===== src/design/hsv_pkg.sv =====
// Package: constants, types and fixed-point scale factors of the HSV to RGB converter.
`default_nettype none
package hsv_pkg;

    localparam int HUE_W        = 15;
    localparam int FRAC_W       = 9;
    localparam int CH_W         = 8;

    localparam int DEG_PER_SEXT = 60;
    localparam int HUE_PER_DEG  = 64;
    localparam int SEXTANT_SPAN = DEG_PER_SEXT * HUE_PER_DEG;      // 3840
    localparam int SEXTANTS     = 6;
    localparam int FULL_SCALE   = 255;
    localparam int ONE_FIX      = 256;
    localparam int FRAC_ONE     = SEXTANT_SPAN * ONE_FIX;          // 983040

    // largest quotient hue / SEXTANT_SPAN over the whole input range
    localparam int QUOT_MAX     = (2 ** HUE_W - 1) / SEXTANT_SPAN;
    localparam int QUOT_W       = $clog2(QUOT_MAX + 1);
    localparam int REM_W        = $clog2(SEXTANT_SPAN);

    localparam int SCALED_W     = 16;                              // brightness * 255
    localparam int WEIGHT_W     = $clog2(FRAC_ONE + 1);            // 20
    localparam int PROD_W       = SCALED_W + WEIGHT_W;             // 36

    // SEXTANT_SPAN * ONE_FIX * ONE_FIX = 15 * 2**24: shift by 24, then divide by 15
    localparam int COARSE_SHIFT = 24;
    localparam int COARSE_W     = PROD_W - COARSE_SHIFT;           // 12
    localparam int RECIP_DIV    = SEXTANT_SPAN / ONE_FIX;          // 15
    localparam int RECIP_SHIFT  = 16;
    localparam int RECIP_MUL    = (2 ** RECIP_SHIFT + RECIP_DIV - 1) / RECIP_DIV; // 4370
    localparam int RECIP_MUL_W  = $clog2(RECIP_MUL + 1);
    localparam int RECIP_PROD_W = COARSE_W + RECIP_MUL_W;

    typedef enum logic [2:0] {
        SEXT_0 = 3'd0,
        SEXT_1 = 3'd1,
        SEXT_2 = 3'd2,
        SEXT_3 = 3'd3,
        SEXT_4 = 3'd4,
        SEXT_5 = 3'd5
    } sext_t;

endpackage
`default_nettype wire


===== src/design/hsv_to_rgb.sv =====
// Top level: five-stage pipelined HSV to RGB pixel converter.
`default_nettype none
// hsv_to_rgb converts one HSV pixel per request into one RGB pixel. Hue is in
// 1/64 degree (0..23039), saturation and brightness are fixed point with 256
// meaning 1.0; values above 256 are clamped to 1.0. Each channel is truncated
// toward zero, and alpha is implicit (always 255). The block accepts one
// request every clock cycle while in_stall is low, and passes it through the five
// register stages: sextant split and value scaling, the hue-weight and p
// products, the q and t products, the reciprocal multiply that divides by 15,
// and the output register. All stages advance together; when the output holds
// a result that the receiver stalls, the whole pipeline holds and in_stall is
// raised. Nothing is lost or repeated across a stall.
module hsv_to_rgb (
    input  wire logic                      clk,
    input  wire logic                      rst_n,
    input  wire logic                      in_valid,
    output logic                           in_stall,
    input  wire logic [hsv_pkg::HUE_W-1:0]  hue,
    input  wire logic [hsv_pkg::FRAC_W-1:0] saturation,
    input  wire logic [hsv_pkg::FRAC_W-1:0] brightness,
    output logic                           out_valid,
    input  wire logic                      out_stall,
    output logic [hsv_pkg::CH_W-1:0]        red,
    output logic [hsv_pkg::CH_W-1:0]        green,
    output logic [hsv_pkg::CH_W-1:0]        blue
);
    import hsv_pkg::*;

    logic advance;

    // stage 1: sextant, remainder, clamped saturation, scaled brightness
    logic                  s1_valid_reg;
    sext_t                 s1_sext_reg;
    logic [REM_W-1:0]      s1_rem_reg;
    logic [FRAC_W-1:0]     s1_sat_reg;
    logic [SCALED_W-1:0]   s1_scaled_reg;

    // stage 2: r * sat, sat * span, v and p
    logic                  s2_valid_reg;
    sext_t                 s2_sext_reg;
    logic [SCALED_W-1:0]   s2_scaled_reg;
    logic [WEIGHT_W-1:0]   s2_rs_reg;
    logic [WEIGHT_W-1:0]   s2_sspan_reg;
    logic [CH_W-1:0]       s2_v_reg;
    logic [CH_W-1:0]       s2_p_reg;

    // stage 3: coarse quotients of q and t
    logic                  s3_valid_reg;
    sext_t                 s3_sext_reg;
    logic [COARSE_W-1:0]   s3_cq_reg;
    logic [COARSE_W-1:0]   s3_ct_reg;
    logic [CH_W-1:0]       s3_v_reg;
    logic [CH_W-1:0]       s3_p_reg;

    // stage 4: reciprocal products
    logic                  s4_valid_reg;
    sext_t                 s4_sext_reg;
    logic [RECIP_PROD_W-1:0] s4_mq_reg;
    logic [RECIP_PROD_W-1:0] s4_mt_reg;
    logic [CH_W-1:0]       s4_v_reg;
    logic [CH_W-1:0]       s4_p_reg;

    // output stage
    logic                  out_valid_reg;
    logic [CH_W-1:0]       red_reg;
    logic [CH_W-1:0]       green_reg;
    logic [CH_W-1:0]       blue_reg;

    // hold every stage while a finished pixel waits at a stalled output
    assign advance  = !(out_valid_reg && out_stall);
    assign in_stall = !advance;

    // ---------------- stage 1 logic ----------------
    logic [QUOT_W-1:0]   quot;
    logic [HUE_W-1:0]    base;
    logic [HUE_W-1:0]    rem_full;
    logic [2:0]          sext_raw;
    logic [FRAC_W-1:0]   sat_clamped;
    logic [FRAC_W-1:0]   bri_clamped;
    logic [SCALED_W:0]   scaled_full;

    always_comb
    begin
        quot = '0;
        // count the sextant boundaries at or below the hue
        for (int k = 1; k <= QUOT_MAX; k++)
        begin
            if (hue >= HUE_W'(k * SEXTANT_SPAN))
            begin
                quot = quot + QUOT_W'(1);
            end
        end
        base     = HUE_W'(quot * SEXTANT_SPAN);
        rem_full = hue - base;
        // wrap the circle: quotients of six and above fold back
        if (quot >= QUOT_W'(SEXTANTS))
        begin
            sext_raw = 3'(quot - QUOT_W'(SEXTANTS));
        end
        else
        begin
            sext_raw = 3'(quot);
        end
        sat_clamped = (saturation > FRAC_W'(ONE_FIX)) ? FRAC_W'(ONE_FIX) : saturation;
        bri_clamped = (brightness > FRAC_W'(ONE_FIX)) ? FRAC_W'(ONE_FIX) : brightness;
        // brightness * 255 as (brightness << 8) - brightness
        scaled_full = {bri_clamped, 8'd0} - (SCALED_W+1)'(bri_clamped);
    end

    // ---------------- stage 2 logic ----------------
    logic [WEIGHT_W-1:0]            rs_prod;
    logic [FRAC_W-1:0]              sat_inv;
    logic [SCALED_W+FRAC_W-1:0]     p_prod;
    logic [WEIGHT_W-1:0]            sspan;

    always_comb
    begin
        rs_prod = WEIGHT_W'(s1_rem_reg) * WEIGHT_W'(s1_sat_reg);
        sat_inv = FRAC_W'(ONE_FIX) - s1_sat_reg;
        p_prod  = s1_scaled_reg * sat_inv;
        // sat * 3840 = (sat << 12) - (sat << 8)
        sspan   = WEIGHT_W'({s1_sat_reg, 12'd0}) - WEIGHT_W'({s1_sat_reg, 8'd0});
    end

    // ---------------- stage 3 logic ----------------
    logic [WEIGHT_W-1:0] wq;
    logic [WEIGHT_W:0]   wt_full;
    logic [PROD_W-1:0]   q_prod;
    logic [PROD_W-1:0]   t_prod;

    always_comb
    begin
        wq      = WEIGHT_W'(FRAC_ONE) - s2_rs_reg;
        wt_full = (WEIGHT_W+1)'(FRAC_ONE) - (WEIGHT_W+1)'(s2_sspan_reg)
                  + (WEIGHT_W+1)'(s2_rs_reg);
        q_prod  = s2_scaled_reg * wq;
        t_prod  = s2_scaled_reg * wt_full[WEIGHT_W-1:0];
    end

    // ---------------- stage 4 logic ----------------
    logic [RECIP_PROD_W-1:0] mq;
    logic [RECIP_PROD_W-1:0] mt;

    always_comb
    begin
        mq = s3_cq_reg * RECIP_MUL_W'(RECIP_MUL);
        mt = s3_ct_reg * RECIP_MUL_W'(RECIP_MUL);
    end

    // ---------------- output stage logic ----------------
    logic [CH_W-1:0] q_val;
    logic [CH_W-1:0] t_val;
    logic [CH_W-1:0] red_next;
    logic [CH_W-1:0] green_next;
    logic [CH_W-1:0] blue_next;

    always_comb
    begin
        q_val = s4_mq_reg[RECIP_SHIFT +: CH_W];
        t_val = s4_mt_reg[RECIP_SHIFT +: CH_W];
        // route v, p, q and t to the channels by sextant
        case (s4_sext_reg)
            SEXT_0:
            begin
                red_next = s4_v_reg; green_next = t_val;    blue_next = s4_p_reg;
            end
            SEXT_1:
            begin
                red_next = q_val;    green_next = s4_v_reg; blue_next = s4_p_reg;
            end
            SEXT_2:
            begin
                red_next = s4_p_reg; green_next = s4_v_reg; blue_next = t_val;
            end
            SEXT_3:
            begin
                red_next = s4_p_reg; green_next = q_val;    blue_next = s4_v_reg;
            end
            SEXT_4:
            begin
                red_next = t_val;    green_next = s4_p_reg; blue_next = s4_v_reg;
            end
            default:
            begin
                red_next = s4_v_reg; green_next = s4_p_reg; blue_next = q_val;
            end
        endcase
    end

    // ---------------- valid chain ----------------
    always_ff @(posedge clk or negedge rst_n)
    begin
        if (!rst_n)
        begin
            s1_valid_reg  <= 1'b0;
            s2_valid_reg  <= 1'b0;
            s3_valid_reg  <= 1'b0;
            s4_valid_reg  <= 1'b0;
            out_valid_reg <= 1'b0;
        end
        else if (advance)
        begin
            s1_valid_reg  <= in_valid;
            s2_valid_reg  <= s1_valid_reg;
            s3_valid_reg  <= s2_valid_reg;
            s4_valid_reg  <= s3_valid_reg;
            out_valid_reg <= s4_valid_reg;
        end
    end

    // ---------------- payload registers ----------------
    always_ff @(posedge clk)
    begin
        if (advance)
        begin
            s1_sext_reg   <= sext_t'(sext_raw);
            s1_rem_reg    <= rem_full[REM_W-1:0];
            s1_sat_reg    <= sat_clamped;
            s1_scaled_reg <= scaled_full[SCALED_W-1:0];

            s2_sext_reg   <= s1_sext_reg;
            s2_scaled_reg <= s1_scaled_reg;
            s2_rs_reg     <= rs_prod;
            s2_sspan_reg  <= sspan;
            s2_v_reg      <= s1_scaled_reg[SCALED_W-1 -: CH_W];
            s2_p_reg      <= p_prod[SCALED_W +: CH_W];

            s3_sext_reg   <= s2_sext_reg;
            s3_cq_reg     <= q_prod[COARSE_SHIFT +: COARSE_W];
            s3_ct_reg     <= t_prod[COARSE_SHIFT +: COARSE_W];
            s3_v_reg      <= s2_v_reg;
            s3_p_reg      <= s2_p_reg;

            s4_sext_reg   <= s3_sext_reg;
            s4_mq_reg     <= mq;
            s4_mt_reg     <= mt;
            s4_v_reg      <= s3_v_reg;
            s4_p_reg      <= s3_p_reg;

            red_reg       <= red_next;
            green_reg     <= green_next;
            blue_reg      <= blue_next;
        end
    end

    assign out_valid = out_valid_reg;
    assign red       = red_reg;
    assign green     = green_reg;
    assign blue      = blue_reg;

endmodule
`default_nettype wire


===== config.mk =====
export PLATFORM = sky130hd
export DESIGN_NAME = hsv_to_rgb
export DESIGN_NICKNAME = d
export VERILOG_FILES = /design/src/design/hsv_pkg.sv /design/src/design/hsv_to_rgb.sv
export SDC_FILE = /design/constraint.sdc
export NUM_CORES = 2
export LEC_CHECK = 0
export BUFFER_PORTS_ARGS = -buffer_cell sky130_fd_sc_hd__buf_2
export CORE_MARGIN = 2
export CORE_UTILIZATION = 50
export DETAILED_ROUTE_END_ITERATION = 8
export PLACE_DENSITY = 0.75
export SLEW_MARGIN = 10
export SYNTH_ARGS = -nofsm -noshare
export SYNTH_HDL_FRONTEND = slang
export SYNTH_SLANG_ARGS = --single-unit
export TNS_END_PERCENT = 5

===== constraint.sdc =====
create_clock -name clk -period 24.7 [get_ports clk]
set_input_delay 2.47 -clock clk [delete_from_list [all_inputs] [get_ports clk]]
set_output_delay 2.47 -clock clk [all_outputs]
set_load 0.02 [all_outputs]

Word-level counts from Yosys, hierarchy flattened
Index checks and enable logic that the tools add are counted.
- bits in registers: 252
- latch bits: 0
- memory bits (writable): 0
- memory bits (read-only): 0
- bits of input ports: 37
- output and inout port bits: 26
- word-level logic and storage cells: 84
- memories: 0
- add/subtract/negate cells: 15
- $mul: 7
- divide/modulo/power cells: 0
- $lt $le $gt $ge: 11
- equality and inequality tests: 4
- shifts and indexed selects: 0
- multiplexer cells: 13
- bitwise gates (word level): 0
- reduce and logical (&&, ||, !) cells: 6
- operator list (cell ; count):
    16-bit by 20-bit multiplier with 36-bit output ; 2
    8-bit case mux with 3 select lines ; 3
    15-bit >= comparator, second input constant ; 4
    12-bit by 12-bit multiplier with 23-bit output, second input constant ; 2
    20-bit subtractor, first input constant ; 2
    15-bit by 14-bit >= comparator with 1-bit output, second input constant ; 2
    4-bit by 1-bit adder with 4-bit output, second input constant ; 6
    16-bit by 9-bit multiplier with 24-bit output ; 1
    4-bit 2-to-1 mux ; 6
    20-bit adder ; 1
    12-bit by 9-bit multiplier with 20-bit output ; 1
    20-bit by 17-bit subtractor with 20-bit output ; 1
    9-bit greater-than comparator, second input constant ; 2
    16-bit by 9-bit subtractor with 16-bit output ; 1
    15-bit by 12-bit >= comparator with 1-bit output, second input constant ; 1
    15-bit by 13-bit >= comparator with 1-bit output, second input constant ; 1
    12-bit subtractor ; 1
    9-bit 2-to-1 mux ; 1
    9-bit subtractor, first input constant ; 1
    2-bit OR reduction ; 4
    3-bit by 2-bit == test with 1-bit output, second input constant ; 2
    4-bit by 3-bit >= comparator with 1-bit output, second input constant ; 1
    4-bit by 1-bit multiplier with 4-bit output, second input constant ; 1
    3-bit by 1-bit == test with 1-bit output, second input constant ; 1
    other kinds (8) ; 8

Longest topological paths before layout
- depth in word-level cells: 18
- gate-level depth with buffers: 35
- depth with buffers taken out: 32

Worst setup path after synthesis
OpenSTA, ideal clock, no wires.
- kind: in2out
- from: in out_stall
- to: out in_stall
- data arrival time: 7.696 ns
- data required time: 22.230 ns
- setup slack: 14.534 ns
- stages on the path: 2
- path through: nand2_1 > inv_1
- cells in the longest elaborated chain, start to end: 1
- RTL lines (what ; line ; text):
    from (decl) ; hsv_to_rgb.sv:22 ; input wire logic out_stall,
    1-bit logical AND ; hsv_to_rgb.sv:70 ; assign advance = !(out_valid_reg && out_stall);
    to (decl) ; hsv_to_rgb.sv:17 ; output logic in_stall,
Every way passes these cells.

Final worst setup path
- from: reg s2_rs_reg[1]
- to: reg s3_ct_reg[11] (data pin)
- cells in the longest elaborated chain, start to end: 2
- RTL lines (what ; line ; text):
    from (decl) ; hsv_to_rgb.sv:42 ; logic [WEIGHT_W-1:0] s2_rs_reg;
    from (signal assigned) ; hsv_to_rgb.sv:223 ; s2_rs_reg <= rs_prod;
    20-bit adder ; hsv_to_rgb.sv:135 ; + (WEIGHT_W+1)'(s2_rs_reg);
    16-bit by 20-bit multiplier with 36-bit output ; hsv_to_rgb.sv:137 ; t_prod = s2_scaled_reg * wt_full[WEIGHT_W-1:0];
    net t_prod[35] ; hsv_to_rgb.sv:129 ; logic [PROD_W-1:0] t_prod;
    to (signal assigned) ; hsv_to_rgb.sv:230 ; s3_ct_reg <= t_prod[COARSE_SHIFT +: COARSE_W];
    to (decl) ; hsv_to_rgb.sv:51 ; logic [COARSE_W-1:0] s3_ct_reg;
The timed path passes the listed nets, and every way through them passes these cells.
A chain may end at the register's enable or synchronous reset.

==> results.txt <==
* Cell occurring most often along the worst timing path: fa_1
- Max-slew headroom: 34.65%
* Most used cells in the layout excluding fill and tap cells: 858 x inv_1, 680 x fa_1, 617 x nand2_1, 465 x ha_1, 300 x and2_1
- Buffering stage count on the worst path with inverters included: 5
- Measured in cells, the most critical reg-to-reg path has a length of 31.
- Share of post-route cells with drive strength above 1: 5.472%
* Endpoint class of the critical path: flip-flop
- Synth async-reset ratio: under 10%
* Global-route congestion overflow total: 0
- The final-report max-slew violation count is 0.
- The die covers 80370 sq um.
* Antenna violations before repair: 0
- After filler insertion, the fill cell instance count of the layout stands at approximately 6800.
* Number of different library cells in the post-synthesis netlist: 82
* Mapped Nets: 5265
* Final setup TNS: 0 ns
- The number of setup buffers added after CTS is 0.
* Max FFs per register: 20
* Top delay family on crit path: adder cells
* Critical path's largest stage delay: 0.73 ns
- Total of endpoints with negative setup slack in the final report: 0
* Via count of the first global-routing pass: around 29000
* Placer Congestion: 0.8583
- The initial utilization of the core area, before any placement, comes to between 50% and 60%.
- The core region is between 70000 and 80000 sq um.
* Number of buffers added by the clock tree synthesis step: 24
- The clock net in this run drives a total of 206 sinks.
* Cell chosen for the clock root: clkbuf_16
- DR DRC count: 0
- The critical path runs through a total of 31 cells.
- Pin count of the biggest net entering global routing: approximately 160
- In this run the count of I/O pins placed on the die edge is 63.
- Number of storage elements in the synthesis netlist: ~200
* Critical path launch point type: flip-flop
- Cell depth of the worst hold path: 0
- Chip width: 283.5 um
* Unrepaired setup endpoints after global routing: false
- Final clock period utilization by the worst path: 36.85%
- 0 antenna diodes ended up in the layout.
- Top FF cell, synth: edfxtp_1
- Dividing the detail-routed wire length by the instance count gives 16.37 um.
* Library cell contributing the largest single delay on the critical path: edfxtp_1
- Critical path fanouts, max: 20
- Clk Latency, worst-skew pair: 0.58 ns
- Cts hold-fix bufs: 0
- The first global-routing pass estimated ~140000 um of wire.
- Clock tree from TritonCTS: yes
* Fmax: 109.9 MHz
- Dividing the detail-routed via count by the number of cells gives 5.286.
- Antenna violation net count after detailed routing: 0
- Yosys synthesis warning count: 0
- Number of flops mapped to enable cells by yosys: 201
- Most common cell after layout, fill and taps aside: inv_1
- Layout Area Growth over Synthesis: 5.856%
- Of the synthesized area, sequential elements account for 15.77%.
* Max-cap violations: 0
- Slew at the pin with the worst max-slew slack: 0.9767 ns
- Summing over every cut layer, the via total after detailed routing is 27040.
- Row generation in the floorplan step produced 102 rows.
- In this run the deepest clock path goes through 3 buffers.
- Netlist area before placement: approximately 40000 sq um
- A synthesized cell averages 9.566 sq um.
- Depth of the CTS H-tree: 1
- The path class of the tightest hold or removal check is reg -> reg.
- The routed design has 83750 um of wire.
* Critical path arrival: between 9 and 10 ns
* Data required time at the worst endpoint: around 25 ns
- Gate count after technology mapping: 4083
* Number of DRC violations after detailed-routing iteration 0: 1365
- Global routing used 21.56% of the available tracks across all layers.
- The net count of the finished layout is 5239.
- Post-DP HPWL: roughly 66000 um
- The hold violation count in the final report is 0.
* Port Buffers: 62
* Die height: 283.5 um
- Setup Crit Path Kind: reg -> reg
* Worst Skew: a little under 0.04 ns
- The worst path in the final design needs a cycle of 9.101 ns, including I/O delays and setup.
- The flow ran to the end, and the final reports show no timing, DRC or antenna violations.
- Post_cts resized: 0
- After clock tree synthesis, the clock-pin slew on the worst setup and hold paths is roughly 0.080 ns.
- Detailed-router iteration count before antenna repair: 6
-- synthesized netlist by cell type (all sizes together) (5+ instances only) --
cell	count	area, sq um
o21bai	10	75.07
o21a	23	172.7
clkbuf	150	563.0
nor3	39	200.2
nand3	41	210.2
a211o	7	70.07
or3	15	98.84
and3	20	131.4
buf	27	132.6
nand2	618	2320
and2	300	1877
or2	5	31.28
nor4	10	62.56
a21oi	86	437.9
o31ai	6	55.05
mux2	20	232.7
nor2	83	311.6
ha	465	5818
a21o	24	180.2
edfxtp	201	6036
a211oi	21	157.7
nor2b	43	269.0
a32oi	6	52.55
xor2	35	314.1
fa	680	13610
nand2b	12	75.07
inv	858	3221
mux2i	28	280.3
o211ai	5	37.54
a31oi	10	62.56
a21boi	6	45.04
nand4	9	56.30
o31a	6	52.55
dfrtp	5	125.1
o21ai	61	320.3
xnor2	93	822.0
-- per-layer routing --
layer	vias to the layer above	global-route usage (%)	routed length (um)
met1	13650	28.65	35510
met2	711	38.30	42380
met5	-	0	0
li1	12560	-	-
met3	117	1.905	4233
met4	0	4.881	1627
-- final timing paths --
check                                from  slack (ns)        endpoint
max                          s2_rs_reg[1]       15.60   s3_ct_reg[11]
min                        s2_sext_reg[1]        0.42  s3_sext_reg[1]
max reg2reg                  s2_rs_reg[1]       15.60   s3_ct_reg[11]
min reg2reg                s2_sext_reg[1]        0.42  s3_sext_reg[1]
max in group asynchronous           rst_n       22.85       out_valid
min in group asynchronous           rst_n        1.71    s4_valid_reg
-- area by class of cell --
type	instances	area (sq um)	share of cell area, %
flip-flops and latches	206	6161	14.90
well taps	1040	1301	3.147
inverters	858	3221	7.789
clock inverters	14	186.4	0.4509
clock buffers	30	663.1	1.604
repair buffers	125	795.8	1.925
multi-input cells	2842	29020	70.18
-- cells by family (layout without fill, tap and decap cells) --
family	after synthesis	count (layout)	synth area share, %
and+or+nand+nor	1205	1205	14.65
muxes	48	48	1.313
DFF	206	206	15.77
adders and majority gates	1145	1145	49.75
AOI/OAI and AO/OA	316	316	5.580
xor gates and xnor gates	128	128	2.909
buffers and inverters	1035	1027	10.03
-- stage by stage --
step                      util [%]  std cells  setup slack [ns]  hold slack [ns]  instance area, sq um
after global placement       52.36       5071             15.82           0.4012                 40490
after CTS                    53.45       5115             15.60           0.4190                 41340
after detailed placement     52.36       5071             15.61           0.4045                 40490
final                        53.46       5115             15.60           0.4171                 41350
after global routing         53.46       5115             14.96           0.4208                 41350
after floorplan                  -       4083             14.53           0.4003                 39060
-- worst reg2reg max path, delay by kind of cell, from the launching register on --
family	cells	cell delay [ns]
buf+inv	5	0.37
fa+ha+maj	8	3.67
compound gates	10	2.08
flops	1	0.73
simple gates	7	1.98
xor+xnor	1	0.06
Power is left out: the tool's default activity adds up to more than one toggle a clock period on the data nets, which glitch-free logic cannot reach.
